===== config.mk =====
export PLATFORM = sky130hd
export DESIGN_NAME = at_response_line_classifier
export DESIGN_NICKNAME = d
export VERILOG_FILES = /design/src/rtl/arlc_pkg.sv /design/src/rtl/at_response_line_classifier.sv
export SDC_FILE = /design/constraint.sdc
export NUM_CORES = 1
export LEC_CHECK = 0
export BUFFER_PORTS_ARGS = -buffer_cell sky130_fd_sc_hd__buf_2
export CAP_MARGIN = 5
export CORE_ASPECT_RATIO = 0.9
export CORE_MARGIN = 3
export CORE_UTILIZATION = 57
export CTS_BUF_LIST = sky130_fd_sc_hd__clkbuf_8
export DETAILED_ROUTE_END_ITERATION = 10
export PLACE_DENSITY_LB_ADDON = 0.3
export SYNTH_ARGS = -nofsm -noshare
export SYNTH_HDL_FRONTEND = slang
export SYNTH_SLANG_ARGS = --single-unit

===== constraint.sdc =====
create_clock -name clk -period 11.4 [get_ports clk]
set_clock_uncertainty 0.05 [all_clocks]
set_input_delay 2.85 -clock clk [delete_from_list [all_inputs] [get_ports clk]]
set_output_delay 2.85 -clock clk [all_outputs]
set_load 0.1 [all_outputs]

===== src/rtl/arlc_pkg.sv =====
// ----------------------------------------------------------------------------
// arlc_pkg
// Types, character codes and result string tables for the AT response line
// classifier.
// ----------------------------------------------------------------------------
`default_nettype none

package arlc_pkg;

	typedef enum logic [1:0] {
		FR_START = 2'd0,
		FR_DATA  = 2'd1,
		FR_CR    = 2'd2
	} framing_t;

	typedef enum logic [1:0] {
		PH_BEFORE = 2'd0,
		PH_SIGN   = 2'd1,
		PH_DIGITS = 2'd2,
		PH_DONE   = 2'd3
	} phase_t;

	typedef enum logic [2:0] {
		KIND_INFO   = 3'd0,
		KIND_PROMPT = 3'd1,
		KIND_OK     = 3'd2,
		KIND_ERROR  = 3'd3,
		KIND_CME    = 3'd4,
		KIND_CMS    = 3'd5
	} kind_t;

	localparam logic [7:0] CH_LF    = 8'h0A;
	localparam logic [7:0] CH_CR    = 8'h0D;
	localparam logic [7:0] CH_SPACE = 8'h20;
	localparam logic [7:0] CH_PLUS  = 8'h2B;
	localparam logic [7:0] CH_MINUS = 8'h2D;
	localparam logic [7:0] CH_ZERO  = 8'h30;
	localparam logic [7:0] CH_NINE  = 8'h39;

	localparam int NUM_PAT    = 9;
	localparam int PAT_PROMPT = 8;
	localparam int PAT_SLOTS  = 16;
	localparam int PREFIX_LEN = 11;

	localparam logic [15:0] CODE_SAT     = 16'd32768;
	localparam logic [15:0] CODE_POS_MAX = 16'd32767;

	localparam logic [7:0] PAT_TEXT [NUM_PAT][PAT_SLOTS] = '{
		'{"O", "K", 8'h00, 8'h00, 8'h00, 8'h00, 8'h00, 8'h00,
		  8'h00, 8'h00, 8'h00, 8'h00, 8'h00, 8'h00, 8'h00, 8'h00},
		'{"E", "R", "R", "O", "R", 8'h00, 8'h00, 8'h00,
		  8'h00, 8'h00, 8'h00, 8'h00, 8'h00, 8'h00, 8'h00, 8'h00},
		'{"N", "O", " ", "C", "A", "R", "R", "I",
		  "E", "R", 8'h00, 8'h00, 8'h00, 8'h00, 8'h00, 8'h00},
		'{"N", "O", " ", "D", "I", "A", "L", "T",
		  "O", "N", "E", 8'h00, 8'h00, 8'h00, 8'h00, 8'h00},
		'{"B", "U", "S", "Y", 8'h00, 8'h00, 8'h00, 8'h00,
		  8'h00, 8'h00, 8'h00, 8'h00, 8'h00, 8'h00, 8'h00, 8'h00},
		'{"N", "O", " ", "A", "N", "S", "W", "E",
		  "R", 8'h00, 8'h00, 8'h00, 8'h00, 8'h00, 8'h00, 8'h00},
		'{"+", "C", "M", "E", " ", "E", "R", "R",
		  "O", "R", ":", 8'h00, 8'h00, 8'h00, 8'h00, 8'h00},
		'{"+", "C", "M", "S", " ", "E", "R", "R",
		  "O", "R", ":", 8'h00, 8'h00, 8'h00, 8'h00, 8'h00},
		'{">", " ", 8'h00, 8'h00, 8'h00, 8'h00, 8'h00, 8'h00,
		  8'h00, 8'h00, 8'h00, 8'h00, 8'h00, 8'h00, 8'h00, 8'h00}
	};

	localparam logic [3:0] PAT_LEN [NUM_PAT] = '{
		4'd2, 4'd5, 4'd10, 4'd11, 4'd4, 4'd9, 4'd11, 4'd11, 4'd2
	};

	// Patterns that need only match the start of the line
	localparam logic [NUM_PAT-1:0] PAT_PREFIX = 9'b1_1100_0000;

	localparam kind_t PAT_KIND [NUM_PAT] = '{
		KIND_OK, KIND_ERROR, KIND_ERROR, KIND_ERROR, KIND_ERROR, KIND_ERROR,
		KIND_CME, KIND_CMS, KIND_PROMPT
	};

endpackage

`default_nettype wire


===== src/rtl/at_response_line_classifier.sv =====
// ----------------------------------------------------------------------------
// at_response_line_classifier
// Frames modem receive bytes into lines and classifies each completed line.
// ----------------------------------------------------------------------------
// One received byte is taken per clock cycle while the input is not held. A
// byte waits in an input register, where the framing, string matching and
// error number logic update the line state; a completed line is written to
// the output register when the byte that ends it leaves the input register,
// and the result is offered from there until it is transferred.
// Throughput is one byte per cycle for as long as the result side takes its
// transfers; the single output register is the only buffer, and a result
// that is not taken holds the input side once the input register is also
// occupied. Leading CR/LF bytes are skipped, lines end on LF or CRLF, "> "
// after CR is a prompt, and at most LINE_LIMIT-1 bytes of a line are kept,
// with the rest dropped and flagged.
`default_nettype none

module at_response_line_classifier #(
	parameter int LINE_LIMIT = 64
) (
	input  wire logic        clk,
	input  wire logic        arst_n,
	// slave side
	input  wire logic        s_tvalid,
	output logic             s_tready,
	input  wire logic [7:0]  s_tdata,   // [7:0] rx_byte
	input  wire logic        s_tuser,   // [0] abort_line
	// master side
	output logic             m_tvalid,
	input  wire logic        m_tready,
	output logic [23:0]      m_tdata,   // [5:0] line_length, [21:6] err_num, zero pad
	output logic [3:0]       m_tuser    // [2:0] line_kind, [3] truncated
);

	localparam int LEN_W = $clog2(LINE_LIMIT);
	localparam logic [LEN_W-1:0] LEN_MAX = LEN_W'(LINE_LIMIT - 1);
	localparam int NP = arlc_pkg::NUM_PAT;

	// input register
	logic            v_s1;
	logic [7:0]      byte_s1;
	logic            abort_s1;

	// line state
	arlc_pkg::framing_t fr_q;
	logic [LEN_W-1:0]   len_q;
	logic [NP-1:0]      alive_q;
	arlc_pkg::phase_t   ph_q;
	logic [15:0]        val_q;
	logic               neg_q;
	logic               ovf_q;

	// output register
	logic               m_valid_q;
	logic [5:0]         o_len_q;
	logic [15:0]        o_code_q;
	arlc_pkg::kind_t    o_kind_q;
	logic               o_trunc_q;

	logic adv_s1;
	logic do_store;
	logic do_finish;

	// after-store values
	logic [LEN_W-1:0]   st_len;
	logic [NP-1:0]      st_alive;
	arlc_pkg::phase_t   st_ph;
	logic [15:0]        st_val;
	logic               st_neg;
	logic               st_ovf;
	arlc_pkg::framing_t fr_next;

	logic [18:0]        val_mul;
	logic               is_digit;
	logic [3:0]         pidx;

	arlc_pkg::kind_t    fin_kind;
	logic               fin_found;
	logic [15:0]        fin_code;
	logic [16:0]        neg_code;

	assign adv_s1   = v_s1 && (!m_valid_q || m_tready);
	assign s_tready = !v_s1 || adv_s1;

	always_ff @(posedge clk or negedge arst_n) begin
		if (!arst_n) begin
			v_s1 <= 1'b0;
		end else if (s_tready) begin
			v_s1 <= s_tvalid;
		end
	end

	always_ff @(posedge clk) begin
		if (s_tready && s_tvalid) begin
			byte_s1  <= s_tdata;
			abort_s1 <= s_tuser;
		end
	end

	// framing decisions
	always_comb begin
		do_store  = 1'b0;
		do_finish = 1'b0;
		fr_next   = fr_q;
		case (fr_q)
			arlc_pkg::FR_START: begin
				if (byte_s1 != arlc_pkg::CH_CR && byte_s1 != arlc_pkg::CH_LF) begin
					do_store = 1'b1;
					fr_next  = arlc_pkg::FR_DATA;
				end
			end
			arlc_pkg::FR_DATA: begin
				if (byte_s1 == arlc_pkg::CH_CR) begin
					fr_next = arlc_pkg::FR_CR;
				end else if (byte_s1 == arlc_pkg::CH_LF) begin
					do_finish = 1'b1;
				end else begin
					do_store = 1'b1;
				end
			end
			arlc_pkg::FR_CR: begin
				if (byte_s1 == arlc_pkg::CH_LF) begin
					do_finish = 1'b1;
				end else if (byte_s1 == arlc_pkg::CH_SPACE && len_q == LEN_W'(1)
						&& alive_q[arlc_pkg::PAT_PROMPT]) begin
					do_store  = 1'b1;
					do_finish = 1'b1;
				end else begin
					do_store = 1'b1;
					fr_next  = arlc_pkg::FR_DATA;
				end
			end
			default: begin
				fr_next = arlc_pkg::FR_START;
			end
		endcase
	end

	// store one byte: pattern flags, error number, length
	assign pidx     = len_q[3:0];
	assign is_digit = (byte_s1 >= arlc_pkg::CH_ZERO) && (byte_s1 <= arlc_pkg::CH_NINE);
	assign val_mul  = {val_q, 3'b000} + {2'b00, val_q, 1'b0}
	                  + {11'd0, byte_s1 - arlc_pkg::CH_ZERO};

	always_comb begin
		st_len   = len_q;
		st_alive = alive_q;
		st_ph    = ph_q;
		st_val   = val_q;
		st_neg   = neg_q;
		st_ovf   = ovf_q;
		if (do_store) begin
			if (len_q >= LEN_MAX) begin
				st_ovf = 1'b1;
			end else begin
				for (int i = 0; i < NP; i++) begin
					if (len_q < LEN_W'(arlc_pkg::PAT_LEN[i])) begin
						if (arlc_pkg::PAT_TEXT[i][pidx] != byte_s1) begin
							st_alive[i] = 1'b0;
						end
					end else if (!arlc_pkg::PAT_PREFIX[i]) begin
						st_alive[i] = 1'b0;
					end
				end
				if (len_q >= LEN_W'(arlc_pkg::PREFIX_LEN) && ph_q != arlc_pkg::PH_DONE) begin
					if (is_digit) begin
						st_ph  = arlc_pkg::PH_DIGITS;
						st_val = (val_mul > 19'(arlc_pkg::CODE_SAT)) ?
						         arlc_pkg::CODE_SAT : val_mul[15:0];
					end else if (ph_q == arlc_pkg::PH_BEFORE
							&& byte_s1 == arlc_pkg::CH_SPACE) begin
						st_ph = arlc_pkg::PH_BEFORE;
					end else if (ph_q == arlc_pkg::PH_BEFORE
							&& (byte_s1 == arlc_pkg::CH_PLUS
							|| byte_s1 == arlc_pkg::CH_MINUS)) begin
						st_neg = (byte_s1 == arlc_pkg::CH_MINUS);
						st_ph  = arlc_pkg::PH_SIGN;
					end else begin
						st_ph = arlc_pkg::PH_DONE;
					end
				end
				st_len = len_q + LEN_W'(1);
			end
		end
	end

	// classify the line as it stands after the store
	always_comb begin
		fin_kind  = arlc_pkg::KIND_INFO;
		fin_found = 1'b0;
		if (st_alive[arlc_pkg::PAT_PROMPT] && st_len >= LEN_W'(2)) begin
			fin_kind = arlc_pkg::KIND_PROMPT;
		end else begin
			for (int i = 0; i < NP - 1; i++) begin
				if (!fin_found && st_alive[i]
						&& (arlc_pkg::PAT_PREFIX[i] ?
						    (st_len >= LEN_W'(arlc_pkg::PAT_LEN[i])) :
						    (st_len == LEN_W'(arlc_pkg::PAT_LEN[i])))) begin
					fin_found = 1'b1;
					fin_kind  = arlc_pkg::PAT_KIND[i];
				end
			end
		end
	end

	assign neg_code = 17'h10000 - {1'b0, st_val};

	always_comb begin
		fin_code = 16'd0;
		if (fin_kind == arlc_pkg::KIND_CME || fin_kind == arlc_pkg::KIND_CMS) begin
			if (st_neg) begin
				fin_code = neg_code[15:0];
			end else begin
				fin_code = (st_val > arlc_pkg::CODE_POS_MAX) ?
				           arlc_pkg::CODE_POS_MAX : st_val;
			end
		end
	end

	// line state registers
	always_ff @(posedge clk or negedge arst_n) begin
		if (!arst_n) begin
			fr_q    <= arlc_pkg::FR_START;
			len_q   <= '0;
			alive_q <= '1;
			ph_q    <= arlc_pkg::PH_BEFORE;
			val_q   <= '0;
			neg_q   <= 1'b0;
			ovf_q   <= 1'b0;
		end else if (adv_s1) begin
			if (abort_s1 || do_finish) begin
				fr_q    <= arlc_pkg::FR_START;
				len_q   <= '0;
				alive_q <= '1;
				ph_q    <= arlc_pkg::PH_BEFORE;
				val_q   <= '0;
				neg_q   <= 1'b0;
				ovf_q   <= 1'b0;
			end else begin
				fr_q    <= fr_next;
				len_q   <= st_len;
				alive_q <= st_alive;
				ph_q    <= st_ph;
				val_q   <= st_val;
				neg_q   <= st_neg;
				ovf_q   <= st_ovf;
			end
		end
	end

	// result register
	always_ff @(posedge clk or negedge arst_n) begin
		if (!arst_n) begin
			m_valid_q <= 1'b0;
		end else if (adv_s1 && !abort_s1 && do_finish) begin
			m_valid_q <= 1'b1;
		end else if (m_tready) begin
			m_valid_q <= 1'b0;
		end
	end

	always_ff @(posedge clk) begin
		if (adv_s1 && !abort_s1 && do_finish) begin
			o_kind_q  <= fin_kind;
			o_len_q   <= 6'(st_len);
			o_code_q  <= fin_code;
			o_trunc_q <= st_ovf;
		end
	end

	assign m_tvalid = m_valid_q;
	assign m_tdata  = {2'b00, o_code_q, o_len_q};
	assign m_tuser  = {o_trunc_q, o_kind_q};

	// checks
	property p_start_empty;
		@(posedge clk) disable iff (!arst_n)
		fr_q == arlc_pkg::FR_START |-> (len_q == '0 && !ovf_q && alive_q == '1);
	endproperty
	a_start_empty: assert property (p_start_empty)
		else $error("line state not clear in start");

	property p_result_hold;
		@(posedge clk) disable iff (!arst_n)
		m_tvalid && !m_tready |=> m_tvalid && $stable(m_tdata) && $stable(m_tuser);
	endproperty
	a_result_hold: assert property (p_result_hold)
		else $error("result changed while waiting for its transfer");

	property p_code_kind;
		@(posedge clk) disable iff (!arst_n)
		m_valid_q && o_kind_q != arlc_pkg::KIND_CME && o_kind_q != arlc_pkg::KIND_CMS
			|-> o_code_q == 16'd0;
	endproperty
	a_code_kind: assert property (p_code_kind)
		else $error("error number on a line without cme/cms prefix");

	property p_trunc_full;
		@(posedge clk) disable iff (!arst_n)
		m_valid_q && o_trunc_q |-> o_len_q == 6'(LEN_MAX);
	endproperty
	a_trunc_full: assert property (p_trunc_full)
		else $error("truncated line not at full length");

endmodule

`default_nettype wire


==> flow_summary_export.csv, run 1 <==
group,metric,value,unit
yosys,synth_flop_cell,"edfxtp_1",
floorplan,io_pins,43,
power_and_ir_drop,power,0.9550,mW
sta,rsz0062_at_grt,"false",
worst_setup_path,worst_setup_path_start_kind,"input port",
sta,hold_violations,0,
global_routing,gr-total-overflow,0,
floorplan,core-area,0.01157,mm2
yosys,synth-edff-count,35,
finish,syn2layout_area_growth,5.591,%
finish,final_util,0.6248,
sta,relSlewSlack,0.1321,
sta,fmax,155.7,MHz
cts,cts_resized,0,
cts,cts-root-buf,"clkbuf_8",
cts,cts_tree,"yes",
power_and_ir_drop,p_leak,3.073,nW
finish,drive_gt1_frac,0.1479,
placed_design,dp_hpwl,13280,um
routing,drt-total-wl,18380,um
cts,holdBufCountCts,0,
cts,cts_buffer_depth,2,
sta,worst_pin_slew,1.269,ns
sta,drv_slew,0,
job,cap_violations,0,
yosys,synth_mux_area_frac,0.01535,
yosys,yosysTopAreaCellShare,0.1535,
yosys,syn_area,0.006848,mm2
finish,n_antenna_cell,0,
yosys,ys_seq_area_frac,0.2976,
yosys,synth_cells,783,
power_and_ir_drop,ir_worst_vdd,95.41,uV
yosys,synth_simple_gate_area_share,0.2061,
floorplan,die_x,121.5,um
routing,viasPerCell,6.602,
finish,fin_nets,858,
cts,htreeDepth,3,
global_routing,grt_max_degree,44,
worst_setup_path,path_class,"in -> out",
finish,final_cell_mix,"nand2_1 (80), o21ai_0 (51), nor2_1 (48)",
sta,hold_ws,0.4173,ns
yosys,synth_xor_area_frac,0.06779,
yosys,synth.area.top_cells,"edfxtp_1 (15%), dfrtp_1 (11%), ha_1 (8.4%)",
run_status,status,"finished, final reports clean",
global_routing,grt_pass1_vias,5778,
cts,cts.clk_slew.worst_paths,0.08,ns
floorplan,dieArea,0.01337,mm2
placed_design,gp_congestion,0.9838,
cts,cts_buffers,9,
floorplan,fp-row-count,37,
cts,post_cts_buffers,0,
yosys,synth_top_family_by_area,"compound AO/OA/AOI/OAI gates",
sta,setup_tns,0,ns
yosys,yosysUniqueCellTypes,92,
sta,fin_crit_sh,0.5634,
global_routing,grt_pass1_wl,29730,um
routing,drtIter0Drc,811,
yosys,synth-adder-area-share,0.1016,
yosys,ys_ff_latch,74,
sta,finalSetupViolCount,0,
worst_setup_path,crit_fanout,3,
global_routing,antenna_found_initial,0,
worst_setup_path,crit_path_end_kind,"primary output",
floorplan,die_h,110.0,um
routing,antenna_left,0,
finish,fillers,1029,
routing,wl_per_cell,19.27,um
worst_setup_path,arrival,3.52,ns
global_routing,grt_usage,0.2792,
sta,period_minus_slack,6.423,ns
finish,final_common_cell,"nand2_1",
power_and_ir_drop,pwr_density_cell,132.1,mW/mm2
routing,vias,6298,
worst_setup_path,worstPathRequired,8.50,ns
cts,clkSinkCount,74,
yosys,syn_avg_cell_area,8.746,um2
yosys,ys_async_sr_fraction,0.5270,
floorplan,initial_utilization,0.5917,
yosys,synth.largest_area_cell,"edfxtp_1",
yosys,synth_compound_area_frac,0.2534,
worst_hold_path,hold_class,"reg -> reg",
routing,drt_pass1_iterations,7,
routing,drc_errors,0,
cts,clk_latency,0.37,ns
placed_design,port_buffers,40,
yosys,yosysWarnings,0,
[worst paths after layout]
check / endpoint / depth (start not counted) / start / slack [ns]
max in group asynchronous: v_s1 / 1 / arst_n / 8.11
hold reg to reg: alive_q[7] / 2 / alive_q[7] / 0.42
min in group asynchronous: len_q[3] / 1 / arst_n / 2.57
hold / removal: alive_q[7] / 2 / alive_q[7] / 0.42
setup / recovery: s_tready / 3 / m_tready / 4.98
setup reg to reg: o_code_q[4] / 19 / byte_s1[4] / 5.43
[cell usage after synthesis (6+ instances only)]
cell and number:
a22oi_1 6, mux2i_1 6, clkbuf_1 24, o31ai_1 8, nand3_1 25, xnor2_1 34
and3_1 9, nand4_1 8, ha_1 46, a22o_1 11, fa_1 6, a31oi_1 12
nand2_1 80, inv_1 31, a211oi_1 8, a21o_1 7, buf_2 13, o21ai_0 51
dfrtp_1 30, and2_1 8, xor2_1 19, nor4_1 6, a21boi_0 7, nor2_1 48
a21oi_1 47, o21ai_1 7, o221a_2 9, dfstp_2 9, edfxtp_1 35, o211ai_1 9
nor3_1 19, nand2b_1 10, nor2b_1 11
[state kept, by name, indices dropped and copies added (netlist names)]
signal	cells
val_q	16
ovf_q	1
v_s1	1
o_kind_q	3
o_len_q	6
o_code_q	16
o_trunc_q	1
m_tvalid	1
abort_s1	1
fr_q	2
alive_q	9
neg_q	1
ph_q	2
len_q	6
byte_s1	8
[area by class of cell]
| cell class | count | area, um2 | area share |
|---|---|---|---|
| clock inverters | 7 | 68.82 | 0.009517 |
| clock buffers | 9 | 123.9 | 0.01713 |
| inverters | 32 | 120.1 | 0.01661 |
| flip-flops and latches | 74 | 2038 | 0.2819 |
| well taps | 156 | 195.2 | 0.02699 |
| repair buffers | 48 | 260.3 | 0.03599 |
| multi-input cells | 628 | 4424 | 0.6119 |
[logic make-up after synthesis]
| logic type | count (synthesis) |
|---|---|
| mux | 10 |
| fa+ha+maj | 52 |
| other cells | 1 |
| flops | 74 |
| compound gates | 245 |
| buf+inv | 82 |
| xor+xnor | 53 |
| simple gates | 266 |
[power by group]
| group | internal (mW) | switching [mW] |
|---|---|---|
| clock | 0.101 | 0.104 |
| sequential | 0.307 | 0.0408 |
| combinational | 0.151 | 0.252 |
| total | 0.558 | 0.397 |
[layer usage]
metal | up-vias | GRT usage | wire (um)
met2 | 309 | 0.4288 | 8073
met1 | 3027 | 0.3969 | 8491
li1 | 2929 | - | -
met5 | - | 0 | 0
met3 | 33 | 0.05561 | 1488
met4 | 0 | 0.09360 | 330
[through the flow]
stage,setup slack (ns),area (um2),cells
3_3_place_gp,5.018,7038,938
2_1_floorplan,4.828,6852,784
5_1_grt,4.961,7231,954
4_1_cts,4.979,7231,954
6_report,4.977,7231,954
3_5_place_dp,4.983,7038,938
[worst max-delay path: stages]
cell	delay [ns]
buf_2	0.08
nand3b_1	0.14
buf_2	0.45
Note: power is estimated with default switching activity, not from simulation.
==> inputs of run 2 (changes only) <==
==> constraint.sdc (replaced) <==
create_clock -name clk -period 5.4 [get_ports clk]
set_clock_uncertainty 0.05 [all_clocks]
set_input_delay 1.35 -clock clk [delete_from_list [all_inputs] [get_ports clk]]
set_output_delay 1.35 -clock clk [all_outputs]
set_load 0.1 [all_outputs]
==> flow_summary_export.csv, run 2 (same netlist as run 1, synthesis figures left out) <==
group,metric,value,unit
sta,fmax,194.2,MHz
routing,drt-total-wl,18980,um
cts,cts_buffers,9,
cts,cts_buffer_depth,2,
sta,hold_violations,0,
finish,reg_top3,"o_code_q x16, val_q x16, alive_q x9",
routing,wl_met2,8410,um
cts,clkSinkCount,74,
power_and_ir_drop,p_comb_frac,0.427,
sta,relSlewSlack,0.1745,
routing,drt_pass1_iterations,8,
finish,n_antenna_cell,0,
floorplan,io_pins,43,
placed_design,gp_congestion,0.9477,
global_routing,grt_pass1_wl,30860,um
routing,drtIter0Drc,683,
global_routing,antenna_found_initial,0,
worst_setup_path,crit_path_end_kind,"flip-flop",
routing,wirelength_met1,8488,um
routing,drc_errors,0,
global_routing,grt_max_degree,40,
power_and_ir_drop,p_leak,3.172,nW
sta,finalSetupViolCount,0,
worst_setup_path,worst_setup_path_start_kind,"flip-flop",
worst_hold_path,hold_class,"reg -> reg",
sta,fin_crit_sh,0.9535,
finish,fin_nets,876,
routing,vias,6401,
power_and_ir_drop,power.switching,0.8541,mW
routing,wl_per_cell,19.53,um
global_routing,gr-total-overflow,0,
sta,drv_slew,0,
cts,holdBufCountCts,0,
placed_design,dp_hpwl,14150,um
sta,period_minus_slack,5.149,ns
placed_design,dp_worst_setup_slack,0.1442,ns
routing,viasPerCell,6.585,
routing,dr_wl_met3,1778,um
sta,hold_ws,0.4077,ns
worst_setup_path,worstPathRequired,5.54,ns
global_routing,grt_pass1_vias,6003,
cts,clk_latency,0.37,ns
floorplan,fp-row-count,37,
job,cap_violations,0,
cts,cts_tree,"yes",
worst_setup_path,arrival,5.29,ns
cts,htreeDepth,3,
run_status,status,"finished, final reports clean",
finish,drive_gt1_frac,0.1716,
power_and_ir_drop,swShare,0.4057,
power_and_ir_drop,p_clk_frac,0.236,
cts,cts-root-buf,"clkbuf_8",
power_and_ir_drop,pwr_density_cell,283.4,mW/mm2
finish,syn2layout_area_growth,8.496,%
finish,final_common_cell,"nand2_1",
routing,antenna_left,0,
power_and_ir_drop,p_int,1.251,mW
worst_setup_path,path_class,"reg -> reg",
routing,dr.max_layer_used,"met4",
floorplan,die_h,110.0,um
floorplan,initial_utilization,0.5917,
floorplan,dieArea,0.01337,mm2
cts,cts.clk_slew.worst_paths,0.09,ns
global_routing,grt_usage,0.2912,
placed_design,port_buffers,40,
sta,worst_pin_slew,1.207,ns
floorplan,die_x,121.5,um
power_and_ir_drop,ir_worst_vdd,163.6,uV
finish,final_cell_mix,"nand2_1 (80), o21ai_0 (51), nor2_1 (48)",
power_and_ir_drop,p_seq_frac,0.337,
sta,timing.final.ws_setup,0.2512,ns
worst_setup_path,crit_fanout,12,
floorplan,core-area,0.01157,mm2
run 2: area by class of cell:
class / instances / area (um2)
well taps: 156 / 195.2
inverters: 32 / 120.1
repair buffers: 66 / 395.4
clock inverters: 7 / 101.3
flip-flops and latches: 74 / 2038
clock buffers: 9 / 123.9
multi-input cells: 628 / 4456
fillers: 980 / 4144
run 2: critical path: stages (launching register included):
cell	delay, ns
edfxtp_1	0.36
buf_4	0.22
inv_1	0.09
ha_1	0.28
inv_1	0.06
fa_1	0.48
inv_1	0.04
ha_1	0.27
a211oi_2	0.29
o21ba_2	0.22
o21ai_1	0.10
a2111oi_4	0.47
nand4bb_1	0.14
buf_4	0.17
o41ai_4	0.40
and2_4	0.29
a22oi_1	0.13
ha_2	0.31
nand2_1	0.07
a21oi_1	0.05
a211o_1	0.30
a21boi_0	0.20
run 2: worst paths after layout:
path	depth (start not counted)	slack, ns	endpoint	from
worst max-delay path	21	0.25	o_code_q[10]	byte_s1[4]
worst min-delay path	2	0.41	alive_q[7]	alive_q[7]
worst max register to register	21	0.25	o_code_q[10]	byte_s1[4]
worst min register to register	2	0.41	alive_q[7]	alive_q[7]
max in group asynchronous	1	3.64	fr_q[1]	arst_n
min in group asynchronous	1	1.07	len_q[1]	arst_n
run 2: routing by layer:
layer  vias up  global-route usage
li1       2963                   -
met1      3029              0.4233
met2       371              0.4426
met3        38             0.05918
met4         0             0.08320
met5         -                   0
run 2: per-stage QoR:
stage / total power, mW / setup TNS [ns] / util / cells / cell area (um2)
6_report: 2.105 / 0 / 0.6419 / 972 / 7430
5_1_grt: 2.224 / -0.01402 / 0.6419 / 972 / 7430
4_1_cts: 2.085 / 0 / 0.6366 / 968 / 7368
3_5_place_dp: 1.588 / 0 / 0.6172 / 952 / 7143
3_3_place_gp: 1.558 / 0 / 0.6172 / 952 / 7143
2_1_floorplan: 1.382 / 0 / - / 784 / 6852
run 2: power by group through the flow:
stage / sequential, mW / clock (mW) / combinational (mW)
floorplan: 0.686 / 0 / 0.697
global placement: 0.715 / 0 / 0.843
detailed placement: 0.718 / 0 / 0.870
CTS: 0.707 / 0.504 / 0.874
global route: 0.715 / 0.525 / 0.983
finish: 0.709 / 0.497 / 0.899
run 2: what timing repair did:
item | 4_1_cts | 5_1_grt
buffers inserted | 0 | 4
gates resized for setup | 0 | 5
endpoints found under the setup margin | 0 | 7
